File: config.mk
export PLATFORM = sky130hd
export DESIGN_NAME = bir_blend
export DESIGN_NICKNAME = d
export VERILOG_FILES = /design/src/rtl/bir_pkg.sv /design/src/rtl/bir_blend.sv
export SDC_FILE = /design/constraint.sdc
export NUM_CORES = 2
export LEC_CHECK = 0
export ABC_AREA = 1
export BUFFER_PORTS_ARGS = -buffer_cell sky130_fd_sc_hd__buf_2
export CAP_MARGIN = 20
export CORE_MARGIN = 2
export CORE_UTILIZATION = 50
export CTS_CLUSTER_SIZE = 8
export DETAILED_ROUTE_END_ITERATION = 12
export HOLD_SLACK_MARGIN = 0.12
export PLACE_DENSITY = 0.65
export SLEW_MARGIN = 30
export SYNTH_ARGS = -nofsm -noshare
export SYNTH_HDL_FRONTEND = slang
export SYNTH_SLANG_ARGS = --single-unit
File: constraint.sdc
create_clock -name clk_i -period 8.1 [get_ports clk_i]
set_clock_uncertainty 0.1 [all_clocks]
set_input_delay 1.62 -clock clk_i [delete_from_list [all_inputs] [get_ports clk_i]]
set_output_delay 1.62 -clock clk_i [all_outputs]
set_load 0.02 [all_outputs]
File: src/rtl/bir_pkg.sv
// shared types and register codes of the bilinear image rotator
package bir_pkg;

  localparam int unsigned DEF_MAX_SRC_WIDTH  = 256;
  localparam int unsigned DEF_MAX_SRC_HEIGHT = 256;
  localparam int unsigned DEF_MAX_CHANNELS   = 4;

  // configuration register indexes
  typedef enum logic [2:0] {
    REG_SRC_WIDTH  = 3'd0,
    REG_SRC_HEIGHT = 3'd1,
    REG_CHAN_COUNT = 3'd2,
    REG_COS_ANGLE  = 3'd3,
    REG_SIN_ANGLE  = 3'd4,
    REG_DST_WIDTH  = 3'd5,
    REG_DST_HEIGHT = 3'd6
  } cfg_reg_e;

  // control from mapping stage to frame store stage
  typedef struct packed {
    logic       valid;
    logic       in_src;
    logic [7:0] fx;
    logic [7:0] fy;
    logic       wr_en;
  } map_ctrl_t;

  // control from frame store stage to blend stages
  typedef struct packed {
    logic       valid;
    logic       in_src;
    logic [7:0] fx;
    logic [7:0] fy;
  } store_ctrl_t;

endpackage

File: src/rtl/bir_blend.sv
// bilinear blend: horizontal stage, then vertical stage into the output register
module bir_blend (
  input  logic                  clk_i,
  input  logic                  rst_ni,
  input  logic                  en_i,
  input  bir_pkg::store_ctrl_t  ctrl_i,
  input  logic [3:0][31:0]      rd_data_i,
  input  logic [2:0]            nch_i,
  output logic                  out_valid_o,
  output logic                  inside_o,
  output logic [3:0][7:0]       chan_o
);

  // horizontal blend per channel
  logic [3:0][15:0] top_d, bot_d;
  logic [8:0]       wx;

  always_comb begin
    wx = 9'd256 - {1'b0, ctrl_i.fx};
    for (int k = 0; k < 4; k++) begin
      top_d[k] = 16'(17'(rd_data_i[0][8*k +: 8]) * 17'(wx)
                   + 17'(rd_data_i[1][8*k +: 8]) * 17'(ctrl_i.fx));
      bot_d[k] = 16'(17'(rd_data_i[2][8*k +: 8]) * 17'(wx)
                   + 17'(rd_data_i[3][8*k +: 8]) * 17'(ctrl_i.fx));
    end
  end

  logic             f_valid_q, f_inside_q;
  logic [7:0]       f_fy_q;
  logic [3:0][15:0] f_top_q, f_bot_q;

  always_ff @(posedge clk_i or negedge rst_ni) begin
    if (!rst_ni) begin
      f_valid_q <= 1'b0;
    end else if (en_i) begin
      f_valid_q <= ctrl_i.valid;
    end
  end

  always_ff @(posedge clk_i) begin
    if (en_i) begin
      f_inside_q <= ctrl_i.in_src;
      f_fy_q     <= ctrl_i.fy;
      f_top_q    <= top_d;
      f_bot_q    <= bot_d;
    end
  end

  // vertical blend, masking outside points and unused channels
  logic [3:0][7:0]  chan_d;
  logic [3:0][24:0] sum;
  logic [8:0]       wy;

  always_comb begin
    wy = 9'd256 - {1'b0, f_fy_q};
    for (int k = 0; k < 4; k++) begin
      sum[k]    = 25'(f_top_q[k]) * 25'(wy) + 25'(f_bot_q[k]) * 25'(f_fy_q);
      chan_d[k] = (f_inside_q && (3'(k) < nch_i)) ? sum[k][23:16] : 8'd0;
    end
  end

  always_ff @(posedge clk_i or negedge rst_ni) begin
    if (!rst_ni) begin
      out_valid_o <= 1'b0;
    end else if (en_i) begin
      out_valid_o <= f_valid_q;
    end
  end

  always_ff @(posedge clk_i) begin
    if (en_i) begin
      inside_o <= f_inside_q;
      chan_o   <= chan_d;
    end
  end

endmodule

==> Yosys cells after proc, flatten, opt, wreduce, memory -nomap -nowiden <==
Index checks and enable logic that the tools add are counted.
Widths: inputs -> output; s select.
{ "classes": {"n_lt_le_gt_ge": 4, "reduce_logical": 4, "mul": 24, "addsub": 14} }
{ "op_table": {"columns": ["operator", "n"], "rows": [
  ["$add 16x16->16", 8],
  ["$mul 8x8->16", 8],
  ["$mul 8x9->16", 8],
  ["$add 24x24->24", 4],
  ["$mul 16x8->24", 4],
  ["$mul 16x9->24", 4],
  ["$sub 9x8->9 const A", 2],
  ["$lt 1x3->1 const A", 2],
  ["$lt 2x3->1 const A", 2],
  ["$logic_and 1x1->1", 4]
]} }
{ "totals": {"inputBits": 152, "output_inout_bits": 34, "reg_bits": 172} }

==> Logic depth before layout (Yosys ltp) <==
{ "logic_depth": {"depth_word": 3, "ltp_mapped": 35, "depth_no_buf": 31} }

==> Worst setup path after synthesis <==
Ideal clock, no wire load.
{ "synth_timing": {"path_kind": "input to register", "startpoint": "in ctrl_i[8] in the netlist's numbering", "endpoint": "reg f_bot_q[27] in the netlist's numbering, data pin", "path_buffers": 4, "path_slack_ps": 195, "arrival_time_ps": 7553, "required_time_ps": 7748, "setup_time_ps": 252, "stages": 28, "path_cell_list": "clkbuf_1 > buf_1 > inv_1 > ha_1 > nand2_1 > nand2_1 > inv_1 > clkbuf_1 > clkbuf_1 > nand2_1 > fa_1 > fa_1 > inv_1 > fa_1 > fa_1 > fa_1 > inv_1 > fa_1 > inv_1 > ha_1 > a21oi_1 > o21ai_0 > a21oi_1 > o21ai_0 > nand2_1 > nand2_1 > nand2_1 > nand2_1"} }
{ "synth_lines": {"columns": ["element", "line", "source"], "rows": [
  ["from (decl)", "bir_blend.sv:6", "input bir_pkg::store_ctrl_t ctrl_i,"],
  ["to (signal assigned)", "bir_blend.sv:45", "f_bot_q <= bot_d;"],
  ["to (decl)", "bir_blend.sv:30", "logic [3:0][15:0] f_top_q, f_bot_q;"]
]} }

==> Final worst setup path <==
{ "layout_timing": {"startpoint": "reg f_fy_q[0]", "endpoint": "reg chan_o[27] in the netlist's numbering, data pin"} }
{ "layout_via": {"elab_chain_len": 3, "elab_cells_between_ends": 4} }
{ "layout_lines": {"columns": ["element", "line", "source"], "rows": [
  ["from (decl)", "bir_blend.sv:29", "logic [7:0] f_fy_q;"],
  ["from (signal assigned)", "bir_blend.sv:43", "f_fy_q <= ctrl_i.fy;"],
  ["$sub 9x8->9", "bir_blend.sv:55", "wy = 9'd256 - {1'b0, f_fy_q};"],
  ["$mul 16x9->24", "bir_blend.sv:57", "sum[k] = 25'(f_top_q[k]) * 25'(wy) + 25'(f_bot_q[k]) * 25'(f_fy_q);"],
  ["$add 24x24->24 (*)", "bir_blend.sv:57", null],
  ["to (signal assigned)", "bir_blend.sv:73", "chan_o <= chan_d;"],
  ["to (decl)", "bir_blend.sv:11", "output logic [3:0][7:0] chan_o"]
]} }
Every way passes the cells marked *; elsewhere a longest branch is shown, timed or not.
A chain may end at the register's enable or synchronous reset.

==> impl_metrics.yaml <==
die:
  dieArea_um2: 160400
  core_um2: 156200
  die_y_um: 400.5
  start_util_pct: 50.32
  rows: 145
  floorplan.io_pins: 186
  fp.dieW_um: 400.5
setup_path:
  end_kind: "flop"
  crit_path_start_kind: "flop"
  worstPathMaxFanout: 9
  crit_required_ns: 8.30
  critPathKind: "reg -> reg"
  slowest_delay_ns: 0.57
  arrival_ns: 7.59
  crit_slowest_cell: "fa_1"
synth:
  synth.most_common_cell: "inv_1"
  yosysTopAreaCellShare_pct: 42.99
  synthFlopType: "edfxtp_1"
  syn_area_um2: 78600
  synth-edff-count: 170
  synth_largest_area_cell: "fa_1"
  synthesis.nets: 12655
  yosysSeqAreaShare_pct: 6.558
  syn_avg_cell_area_um2: 7.847
  ys_seq_elements: 172
  yosys-top-cells-area: "fa_1 (43%), inv_1 (16%), ha_1 (13%), nand2_1 (11%), edfxtp_1 (6.5%)"
  yosys_warnings: 0
  ys_types: 44
  synth_cells: 10017
  yosys-top-cells-count: "inv_1 (3,334), nand2_1 (2,327), fa_1 (1,688)"
  synthArstFlopShare_pct: 1.163
route:
  drcViolationCount: 0
  route.detailed.wl_per_inst_um: 17.62
  ant_nets: 0
  firstDrtPassIters: 6
  drt_wl_total_um: 211900
  routed_via_density: 4.979
  num_vias: 59881
  drt_iter0_drc: 4350
global_route:
  grtUsageTotal_pct: 27.63
  grt_pass1_vias: 63817
  antenna_found_initial: 18
  grt_max_degree: 129
  overflow: 0
  grt_pass1_wl_um: 347700
run_status:
  status: "completed"
clock_tree:
  numCtsBuffers: 17
  postCtsSetupRepairBufs: 0
  clkLatencyLatePin_ns: 0.57
  cts_max_level: 4
  ctsLongestPathBuffers: 2
  cts_tree: "yes"
  cts.clk_slew.worst_paths_ns: 0.10
  cts-resized-gates: 0
  cts.sink_count: 172
  cts_hold_buf: 0
  ctsRootBufferMaster: "clkbuf_16"
sta:
  hold_violations: 0
  rsz0062_at_grt: "no"
  relSlewSlack_pct: 34.20
  fin_crit_sh_pct: 91.21
  layout_min_cycle_time_ns: 7.388
  setup_violations: 0
  finalSetupTns_ns: 0
  timing.fmax_ghz: 0.1354
  tightest_slew_ns: 0.9870
  maxSlewViolCount: 0
  worst_slack_ns: 0.7119
layout:
  regArea_um2: 5155
  multi_input_area_um2: 59240
  drive_gt1_share_pct: 3.867
  utilization_pct: 52.56
  num-fill-cells: 14937
  syn_to_final_growth_pct: 4.458
  layout.nets: 12581
worst_hold_path:
  hold_class: "reg -> reg"
placed_design:
  routabilityCongestion: 0.9267
  port_buffers: 185
  place_ws_ns: 0.1845
  place_hpwl_um: 175600
job:
  cap_violations: 0
## final cells by class
type | count | share of cell area, %
sequential | 172 | 6.278
clock buffer | 18 | 0.5227
timing repair buffer | 292 | 2.395
clock inverter | 14 | 0.1981
inverter | 3342 | 15.28
tap | 2058 | 3.136
multi-input combinational | 6118 | 72.15
antenna | 13 | 0.03962
## sequential cells by signal (all words and copies together) (netlist names)
| signal | count |
|---|---|
| out_valid_o | 1 |
| chan_o | 32 |
| f_fy_q | 8 |
| f_inside_q | 1 |
| f_top_q | 64 |
| f_valid_q | 1 |
| inside_o | 1 |
| f_bot_q | 64 |
## critical path: cells and delay by family (launching register included)
kind                       cells  cell delay (ns)
AOI/OAI and AO/OA              1             0.16
adders and majority gates      7             3.40
DFF                            1             0.55
and+or+nand+nor               12             1.88
buffers and inverters          8             0.99
## logic make-up after synthesis
logic type,synth area share (%)
flip-flops,6.558
AO/OA/AOI/OAI,2.334
buffers and inverters,18.13
AND/OR/NAND/NOR,15.61
XOR/XNOR,1.671
adder cells (fa/ha/maj),55.69
## layer usage
layer  vias up  track usage, %  part of all wire (%)
met3       232           3.322                   6.4
met2      1821           45.50                    47
met1     29980           38.88                    45
met5         -          0.1189                 0.033
met4        10           7.011                   2.3
li1      27838               -                     -
## path summary, 6_finish.rpt
path	from	end	slack [ns]	depth (start not counted)
min reg2reg	f_valid_q$_DFFE_PN0P_	out_valid_o$_DFFE_PN0P_	0.42	2
min	f_valid_q$_DFFE_PN0P_	out_valid_o$_DFFE_PN0P_	0.42	2
max reg2reg	f_fy_q[0]$_DFFE_PP_	chan_o[27]$_SDFFCE_PN0P_	0.71	28
max	f_fy_q[0]$_DFFE_PP_	chan_o[27]$_SDFFCE_PN0P_	0.71	28
min in group asynchronous	rst_ni	f_valid_q$_DFFE_PN0P_	0.74	1
max in group asynchronous	rst_ni	out_valid_o$_DFFE_PN0P_	7.07	1
## placed cells by master, fill, tap and decap left out, types with 5 or more instances in the layout
master and n:
nor3_1 18, xnor2_1 58, buf_4 90, nand3_1 130, edfxtp_1 170, a21oi_1 191
nand3b_1 8, clkbuf_16 17, buf_12 18, clkinv_1 7, diode_2 13, a21o_1 19
a31oi_1 5, and2_1 5, nand4_1 35, fa_1 1688, ha_1 796, nand2_1 2323
xor2_1 92, or2_2 7, inv_1 3331, nor2_2 40, o211ai_1 6, o21bai_1 19
nor2_1 570, buf_2 183, o21ai_0 78, inv_8 8
## metrics by stage
step / hold WS (ns) / std cells / area (µm²)
final: 0.4220 / 12027 / 82110
after global routing: 0.4533 / 12023 / 82100
after CTS: 0.4255 / 12014 / 82080
after detailed placement: 0.4145 / 11982 / 81480
after global placement: 0.3924 / 11982 / 81480
after floorplan: 0.3777 / 10017 / 78600
Power is left out: the tool's default activity adds up to more than one toggle a clock period on the data nets, which glitch-free logic cannot reach.
