==> config.mk <==
export PLATFORM = sky130hd
export DESIGN_NAME = bir_map
export DESIGN_NICKNAME = d
export VERILOG_FILES = /design/src/rtl/bir_pkg.sv /design/src/rtl/bir_map.sv
export SDC_FILE = /design/constraint.sdc
export NUM_CORES = 2
export LEC_CHECK = 0
export BUFFER_PORTS_ARGS = -buffer_cell sky130_fd_sc_hd__buf_2
export CELL_PAD_IN_SITES_DETAIL_PLACEMENT = 2
export CELL_PAD_IN_SITES_GLOBAL_PLACEMENT = 2
export CORE_ASPECT_RATIO = 1.1
export CORE_MARGIN = 2
export CORE_UTILIZATION = 24
export DETAILED_ROUTE_END_ITERATION = 8
export PLACE_DENSITY_LB_ADDON = 0.1
export SYNTH_ARGS = -nofsm -noshare
export SYNTH_HDL_FRONTEND = slang
export SYNTH_SLANG_ARGS = --single-unit
==> constraint.sdc <==
create_clock -name clk_i -period 16.55 [get_ports clk_i]
set_input_delay 0 -clock clk_i [delete_from_list [all_inputs] [get_ports clk_i]]
set_output_delay 0 -clock clk_i [all_outputs]
set_load 0.02 [all_outputs]
==> src/rtl/bir_pkg.sv <==
// shared types and register codes of the bilinear image rotator
package bir_pkg;

  localparam int unsigned DEF_MAX_SRC_WIDTH  = 256;
  localparam int unsigned DEF_MAX_SRC_HEIGHT = 256;
  localparam int unsigned DEF_MAX_CHANNELS   = 4;

  // configuration register indexes
  typedef enum logic [2:0] {
    REG_SRC_WIDTH  = 3'd0,
    REG_SRC_HEIGHT = 3'd1,
    REG_CHAN_COUNT = 3'd2,
    REG_COS_ANGLE  = 3'd3,
    REG_SIN_ANGLE  = 3'd4,
    REG_DST_WIDTH  = 3'd5,
    REG_DST_HEIGHT = 3'd6
  } cfg_reg_e;

  // control from mapping stage to frame store stage
  typedef struct packed {
    logic       valid;
    logic       in_src;
    logic [7:0] fx;
    logic [7:0] fy;
    logic       wr_en;
  } map_ctrl_t;

  // control from frame store stage to blend stages
  typedef struct packed {
    logic       valid;
    logic       in_src;
    logic [7:0] fx;
    logic [7:0] fy;
  } store_ctrl_t;

endpackage

==> src/rtl/bir_map.sv <==
// coordinate mapping pipeline: offsets, products, sums, inside test and addresses
module bir_map #(
  parameter int unsigned MAX_SRC_WIDTH  = bir_pkg::DEF_MAX_SRC_WIDTH,
  parameter int unsigned MAX_SRC_HEIGHT = bir_pkg::DEF_MAX_SRC_HEIGHT,
  localparam int unsigned AW = $clog2(MAX_SRC_WIDTH * MAX_SRC_HEIGHT)
) (
  input  logic                  clk_i,
  input  logic                  rst_ni,
  input  logic                  en_i,
  input  logic                  in_valid_i,
  input  logic                  action_i,
  input  logic [8:0]            pos_x_i,
  input  logic [8:0]            pos_y_i,
  input  logic [31:0]           pixel_i,
  input  logic [8:0]            src_w_i,
  input  logic [8:0]            src_h_i,
  input  logic [9:0]            dst_w_i,
  input  logic [9:0]            dst_h_i,
  input  logic signed [15:0]    cos_i,
  input  logic signed [15:0]    sin_i,
  output bir_pkg::map_ctrl_t    ctrl_o,
  output logic [3:0][AW-1:0]    rd_addr_o,
  output logic [AW-1:0]         wr_addr_o,
  output logic [31:0]           wr_data_o
);

  function automatic logic [AW-1:0] addr_of(input logic [8:0] x, input logic [8:0] y);
    addr_of = AW'(32'(y) * MAX_SRC_WIDTH + 32'(x));
  endfunction

  // stage a: half-pixel offsets from the output centre
  logic               a_valid_q, a_sample_q;
  logic [8:0]         a_px_q, a_py_q;
  logic [31:0]        a_pix_q;
  logic signed [10:0] a_dx_q, a_dy_q;

  always_ff @(posedge clk_i or negedge rst_ni) begin
    if (!rst_ni) begin
      a_valid_q <= 1'b0;
    end else if (en_i) begin
      a_valid_q <= in_valid_i;
    end
  end

  always_ff @(posedge clk_i) begin
    if (en_i) begin
      a_sample_q <= action_i;
      a_px_q     <= pos_x_i;
      a_py_q     <= pos_y_i;
      a_pix_q    <= pixel_i;
      a_dx_q     <= $signed({1'b0, pos_x_i, 1'b0}) - $signed({1'b0, dst_w_i});
      a_dy_q     <= $signed({1'b0, pos_y_i, 1'b0}) - $signed({1'b0, dst_h_i});
    end
  end

  // stage b: the four rotation products
  logic               b_valid_q, b_sample_q;
  logic [8:0]         b_px_q, b_py_q;
  logic [31:0]        b_pix_q;
  logic signed [26:0] b_xc_q, b_ys_q, b_xs_q, b_yc_q;

  always_ff @(posedge clk_i or negedge rst_ni) begin
    if (!rst_ni) begin
      b_valid_q <= 1'b0;
    end else if (en_i) begin
      b_valid_q <= a_valid_q;
    end
  end

  always_ff @(posedge clk_i) begin
    if (en_i) begin
      b_sample_q <= a_sample_q;
      b_px_q     <= a_px_q;
      b_py_q     <= a_py_q;
      b_pix_q    <= a_pix_q;
      b_xc_q     <= 27'(a_dx_q * cos_i);
      b_ys_q     <= 27'(a_dy_q * sin_i);
      b_xs_q     <= 27'(a_dx_q * sin_i);
      b_yc_q     <= 27'(a_dy_q * cos_i);
    end
  end

  // stage c: source point in q15
  logic               c_valid_q, c_sample_q;
  logic [8:0]         c_px_q, c_py_q;
  logic [31:0]        c_pix_q;
  logic signed [27:0] c_x_q, c_y_q;

  always_ff @(posedge clk_i or negedge rst_ni) begin
    if (!rst_ni) begin
      c_valid_q <= 1'b0;
    end else if (en_i) begin
      c_valid_q <= b_valid_q;
    end
  end

  always_ff @(posedge clk_i) begin
    if (en_i) begin
      c_sample_q <= b_sample_q;
      c_px_q     <= b_px_q;
      c_py_q     <= b_py_q;
      c_pix_q    <= b_pix_q;
      c_x_q      <= 28'(b_xc_q) + 28'(b_ys_q) + $signed({5'b0, src_w_i, 14'b0});
      c_y_q      <= 28'(b_yc_q) - 28'(b_xs_q) + $signed({5'b0, src_h_i, 14'b0});
    end
  end

  // stage d: inside test, neighbours and store addresses
  logic       in_src, ld_ok;
  logic [8:0] x1, y1, x2, y2;

  always_comb begin
    in_src = !c_x_q[27] && !c_y_q[27]
          && (c_x_q < $signed({4'b0, src_w_i, 15'b0}))
          && (c_y_q < $signed({4'b0, src_h_i, 15'b0}));
    x1 = c_x_q[23:15];
    y1 = c_y_q[23:15];
    x2 = ({1'b0, x1} + 10'd1 < {1'b0, src_w_i}) ? x1 + 9'd1 : src_w_i - 9'd1;
    y2 = ({1'b0, y1} + 10'd1 < {1'b0, src_h_i}) ? y1 + 9'd1 : src_h_i - 9'd1;
    ld_ok = (c_px_q < src_w_i) && (c_py_q < src_h_i);
  end

  bir_pkg::map_ctrl_t d_ctrl_q;

  always_ff @(posedge clk_i or negedge rst_ni) begin
    if (!rst_ni) begin
      d_ctrl_q <= '0;
    end else if (en_i) begin
      d_ctrl_q.valid  <= c_valid_q && c_sample_q;
      d_ctrl_q.in_src <= in_src;
      d_ctrl_q.fx     <= c_x_q[14:7];
      d_ctrl_q.fy     <= c_y_q[14:7];
      d_ctrl_q.wr_en  <= c_valid_q && !c_sample_q && ld_ok;
    end
  end

  always_ff @(posedge clk_i) begin
    if (en_i) begin
      rd_addr_o[0] <= addr_of(x1, y1);
      rd_addr_o[1] <= addr_of(x2, y1);
      rd_addr_o[2] <= addr_of(x1, y2);
      rd_addr_o[3] <= addr_of(x2, y2);
      wr_addr_o    <= addr_of(c_px_q, c_py_q);
      wr_data_o    <= c_pix_q;
    end
  end

  assign ctrl_o = d_ctrl_q;

endmodule

Word-level counts from Yosys, hierarchy flattened
Cells that the tools add are included.
{"block": "classes", "mul": 4, "n_reduce_logical": 10, "add_sub_neg": 17, "mux": 2, "n_lt_le_gt_ge": 6}
{"operator": "multiplier 11 x 16 -> 27 bit", "n": 4}
{"operator": "adder 16 x 9 -> 16 bit", "n": 5}
{"operator": "adder 28 x 24 -> 28 bit", "n": 2}
{"operator": "less-than comparator 28 x 25 -> 1 bit", "n": 2}
{"operator": "adder 27 x 27 -> 28 bit", "n": 1}
{"operator": "subtractor 27 x 27 -> 28 bit", "n": 1}
{"operator": "subtractor 10 x 10 -> 11 bit", "n": 2}
{"operator": "adder 9 x 1 -> 10 bit, second input constant", "n": 2}
{"operator": "less-than comparator 10 x 9 -> 1 bit", "n": 2}
{"operator": "less-than comparator 9 bit", "n": 2}
{"operator": "adder 9 x 1 -> 9 bit, second input constant", "n": 1}
{"operator": "two-way mux 9 bit", "n": 1}
{"operator": "subtractor 9 x 1 -> 9 bit, second input constant", "n": 1}
{"operator": "adder 8 x 1 -> 8 bit, second input constant", "n": 1}
{"operator": "two-way mux 8 bit", "n": 1}
{"operator": "subtractor 8 x 1 -> 8 bit, second input constant", "n": 1}
{"operator": "logical AND 1 bit", "n": 7}
{"operator": "logical NOT 1 bit", "n": 3}
{"block": "word_totals", "out_inout_bits": 131, "word_cells": 73, "regBits": 473}

Logic depth before layout (Yosys ltp)
{"block": "depth", "depth_word": 4, "ltp_mapped": 22, "mapped_depth_nobuf": 21}

Worst setup path before layout
Ideal clock, no wire load.
{"block": "synth_path", "path_type": "reg2reg", "startpoint": "register a_dx_q[10]", "endpoint": "register b_xs_q[25] (data pin)", "arrival_ns": 5.391, "n_path_buf": 1, "synth_period_minus_slack_ns": 5.648, "setup_ns": 0.257, "stages_incl_launch_ff": 21, "setup_slack_ns": 10.902, "required_ns": 16.293, "cell_sequence": "edfxtp_1 > clkinv_1 > clkbuf_1 > nor2_1 > fa_1 > fa_1 > fa_1 > fa_1 > inv_1 > fa_1 > inv_1 > ha_1 > a21oi_1 > o21ai_0 > or3_1 > o21bai_1 > a31oi_1 > o31a_1 > o21ai_0 > nand2b_1 > xor2_1"}
{"block": "synth_between", "elab_chain_len": 1}
{"item": "from (decl)", "line": "bir_map.sv:35", "source": "logic signed [10:0] a_dx_q, a_dy_q;"}
{"item": "from (signal assigned)", "line": "bir_map.sv:51", "source": "a_dx_q <= $signed({1'b0, pos_x_i, 1'b0}) - $signed({1'b0, dst_w_i});"}
{"item": "multiplier 11 x 16 -> 27 bit", "line": "bir_map.sv:78", "source": "b_xs_q <= 27'(a_dx_q * sin_i);"}
{"item": "to (signal assigned)", "line": "bir_map.sv:78"}
{"item": "to (decl)", "line": "bir_map.sv:60", "source": "logic signed [26:0] b_xc_q, b_ys_q, b_xs_q, b_yc_q;"}
Every way passes these cells.
A chain may end at the register's enable or synchronous reset.

Final worst setup path
{"block": "layout_path", "startpoint": "register a_dy_q[10]", "endpoint": "register b_ys_q[25] (data pin)"}
{"block": "layout_between", "elab_chain_len": 1}
{"item": "from (decl)", "line": "bir_map.sv:35"}
{"item": "from (signal assigned)", "line": "bir_map.sv:52", "source": "a_dy_q <= $signed({1'b0, pos_y_i, 1'b0}) - $signed({1'b0, dst_h_i});"}
{"item": "multiplier 11 x 16 -> 27 bit", "line": "bir_map.sv:77", "source": "b_ys_q <= 27'(a_dy_q * sin_i);"}
{"item": "to (signal assigned)", "line": "bir_map.sv:77"}
{"item": "to (decl)", "line": "bir_map.sv:60"}
Every way passes these cells.

==> metrics.yaml <==
die:
  dieWidth_microns: 417
  dieArea_sq_um: 191000
  coreArea_sq_um: 186000
  pin_count: 256
  start_util_pct: 24.2
  std_cell_rows: 166
  die_height_microns: 458
placed_design:
  gp_congestion: 0.779
  dp_hpwl_microns: 113000
  port_buffers: 255
final_layout:
  synthToLayoutAreaGrowth_pct: 14.9
  final_nets: 5671
  drive_above_1_share_pct: 9.34
routing:
  vias: 29900
  wl_per_cell_microns: 21.2
  drtPass1Iterations: 5
  routed_via_density: 4.29
  wl_microns: 147000
  drtAntennaViolNets: 0
  drc: 0
  drt-initial-drc-count: 1096
critical_path:
  crit_buf_inv: 4
  worst_path_max_delay_cell: "clkinv_1"
  cpMostUsedCell: "fa_1"
  path_cells: "clkinv_1 -> buf_4 -> nor2_1 -> fa_1 -> fa_1 -> fa_1 -> fa_1 -> inv_1 -> fa_1 -> inv_1 -> ha_1 -> a21o_1 -> a21o_1 -> a41oi_1 -> o21ai_0 -> nor2b_1 -> o211ai_1 -> o211ai_1 -> a21oi_1 -> xnor2_1"
  cpLargestDelayFamily: "adder cells"
  cp.required_ns: 16.96
  crit_fanout: 15
  crit_arrival_ns: 7.19
  endpoint_kind: "flop"
  start_kind: "flop"
  crit_type: "flop to flop"
  cp_slowest_stage_delay_ns: 0.69
grt:
  grt_pass1_vias: 34800
  antenna_found_initial: 21
  grt_pass1_wl_microns: 223000
  globalRouteOverflowTotal: 0
  grt_max_degree: 76
  grtUsageTotal_pct: 15.6
synthesis:
  synth_ff_type: "edfxtp_1"
  avgSynthCellArea_sq_um: 10.7
  syn_area_sq_um: 45000
  yosysTopAreaCell: "fa_1"
  yosysWarnings: 0
  netlist_instances: 4198
  synth_area_leaders: "fa_1, edfxtp_1, ha_1, inv_1, and2_1"
  synth_top_area_share_pct: 29.7
  synth-seq-area-share_pct: 29.3
  yosysUniqueCellTypes: 64
  synth-seq-cells: 443
  mappedNetlistNets: 5383
  synth-edff-count: 421
  async_flop_share_pct: 4.97
sta:
  rsz0062_at_grt: "no"
  slew_viol_final: 0
  fmax_mhz: 147
  setup_viol: 0
  finClkSkew_ns: 0.0507
  hold_viol_final: 0
  period_share_pct: 41.0
  setup-tns-final_ns: 0
  slew_headroom_pct: 31.9
  period_minus_slack_ns: 6.79
  tightest_slew_ns: 1.02
clock_tree:
  cts_root_buf: "clkbuf_16"
  cts_buffers: 54
  clkTransAtPathRegs_ns: 0.07
  cts.path.max_buffers: 3
  clkLatencyLatePin_ns: 0.68
  h-tree-depth: 2
  clkSinkCount: 443
  cts_tree: "done"
min_path:
  hold_path.class: "input pin to flop"
job:
  drv_cap: 0
status:
  status: "finished, final reports clean"
placed cells by master, fill, tap and decap left out, types with 8 or more instances in the layout:
master / instances
inv_1: 872
fa_1: 668
nand2_1: 451
edfxtp_1: 421
ha_1: 392
and2_1: 291
buf_2: 254
xnor2_1: 158
nor2_1: 155
dlygate4sd3_1: 91
a21oi_1: 90
o21ai_0: 79
clkbuf_16: 54
a21o_1: 47
xor2_1: 47
nand3_1: 43
buf_4: 37
nand2b_1: 35
o21a_1: 30
nor3_1: 30
mux2_2: 26
nor2b_1: 22
dfrtp_1: 22
a21boi_0: 16
nand4_1: 14
clkinv_2: 13
mux2i_1: 12
a31oi_1: 11
clkinvlp_4: 11
o21bai_1: 10
a211oi_1: 8
nor4_1: 8
clkinv_1: 8
synth_stat cells, drive strengths merged (35+ instances only):
| cell type | count |
|---|---|
| nand3 | 43 |
| fa | 668 |
| edfxtp | 421 |
| a21o | 47 |
| ha | 392 |
| xnor2 | 158 |
| a21oi | 91 |
| inv | 872 |
| and2 | 291 |
| nand2b | 35 |
| xor2 | 47 |
| nor2 | 155 |
| o21ai | 79 |
| nand2 | 451 |
| clkbuf | 134 |
timing repair:
item                      CTS  global route
hold buffers               92             0
setup buffers               0             0
gates resized for setup     0             0
hold endpoints to repair  176             0
registers in the layout, indices dropped and copies added (netlist names), 16 cells and up:
register   count
c_pix_q       32
wr_data_o     32
c_y_q         21
b_ys_q        27
b_xc_q        27
ctrl_o        19
b_xs_q        27
b_pix_q       32
wr_addr_o     16
rd_addr_o     48
a_pix_q       32
b_yc_q        27
c_x_q         21
metal layers:
layer	up-vias	track usage, %	share of wire (%)
met1	15700	20.0	45
met4	2	3.05	1.9
li1	13700	-	-
met5	-	0	0.013
met3	132	1.22	2.7
met2	398	28.7	51
path summary, 6_finish.rpt:
path / from / endpoint / slack (ns) / depth (start not counted)
max: a_dy_q[10]$_DFFE_PP_ / b_ys_q[25]$_DFFE_PP_ / 9.76 / 20
min: src_h_i[3] / rd_addr_o[60]$_DFFE_PP_ / 0.04 / 6
max reg2reg: a_dy_q[10]$_DFFE_PP_ / b_ys_q[25]$_DFFE_PP_ / 9.76 / 20
min reg2reg: b_px_q[4]$_DFFE_PP_ / c_px_q[4]$_DFFE_PP_ / 0.41 / 0
max in group asynchronous: rst_ni / ctrl_o[17]$_DFFE_PN0P_ / 15.96 / 4
min in group asynchronous: rst_ni / ctrl_o[2]$_DFFE_PN0P_ / 0.36 / 4
stage by stage:
stage	setup slack [ns]	hold WS, ns	cells	instance area (sq um)	utilization [%]
2_1_floorplan	10.90	-0.296	4198	45000	-
3_3_place_gp	9.71	0.125	6774	49000	26.3
3_5_place_dp	9.64	0.126	6774	49000	26.3
4_1_cts	9.60	0.00460	6966	51700	27.8
5_1_grt	9.25	0.0530	6967	51700	27.8
6_report	9.76	0.0399	6970	51800	27.8
logic make-up (layout without fill, tap and decap cells):
family                     Yosys count  in the layout  synth area share (%)
xor gates and xnor gates           205            205                  3.99
AOI/OAI and AO/OA                  342            342                  4.95
other                                0              4                     0
and+or+nand+nor                   1084           1084                  11.6
adders and majority gates         1060           1060                  40.6
buffers and inverters             1026           1358                  8.69
muxes                               38             38                 0.917
DFF                                443            443                  29.3
worst min-delay path, cell delays in order:
cell and delay [ns]:
buf_2 0.12, nor3_1 0.07, xnor2_1 0.12, nor2_1 0.08, a21oi_1 0.07, xnor2_1 0.15
cell type report:
cell class                 count  area [sq um]
inverter                     874          3280
sequential                   443         13200
multi-input combinational   2729         27900
clock buffer                  60          1380
antenna                        4          10.0
fill                       20400        135000
timing repair buffer         384          2490
tap                         2436          3050
clock inverter                40           399
Power is left out: the tool's default activity adds up to more than one toggle a clock period on the data nets, which glitch-free logic cannot reach.
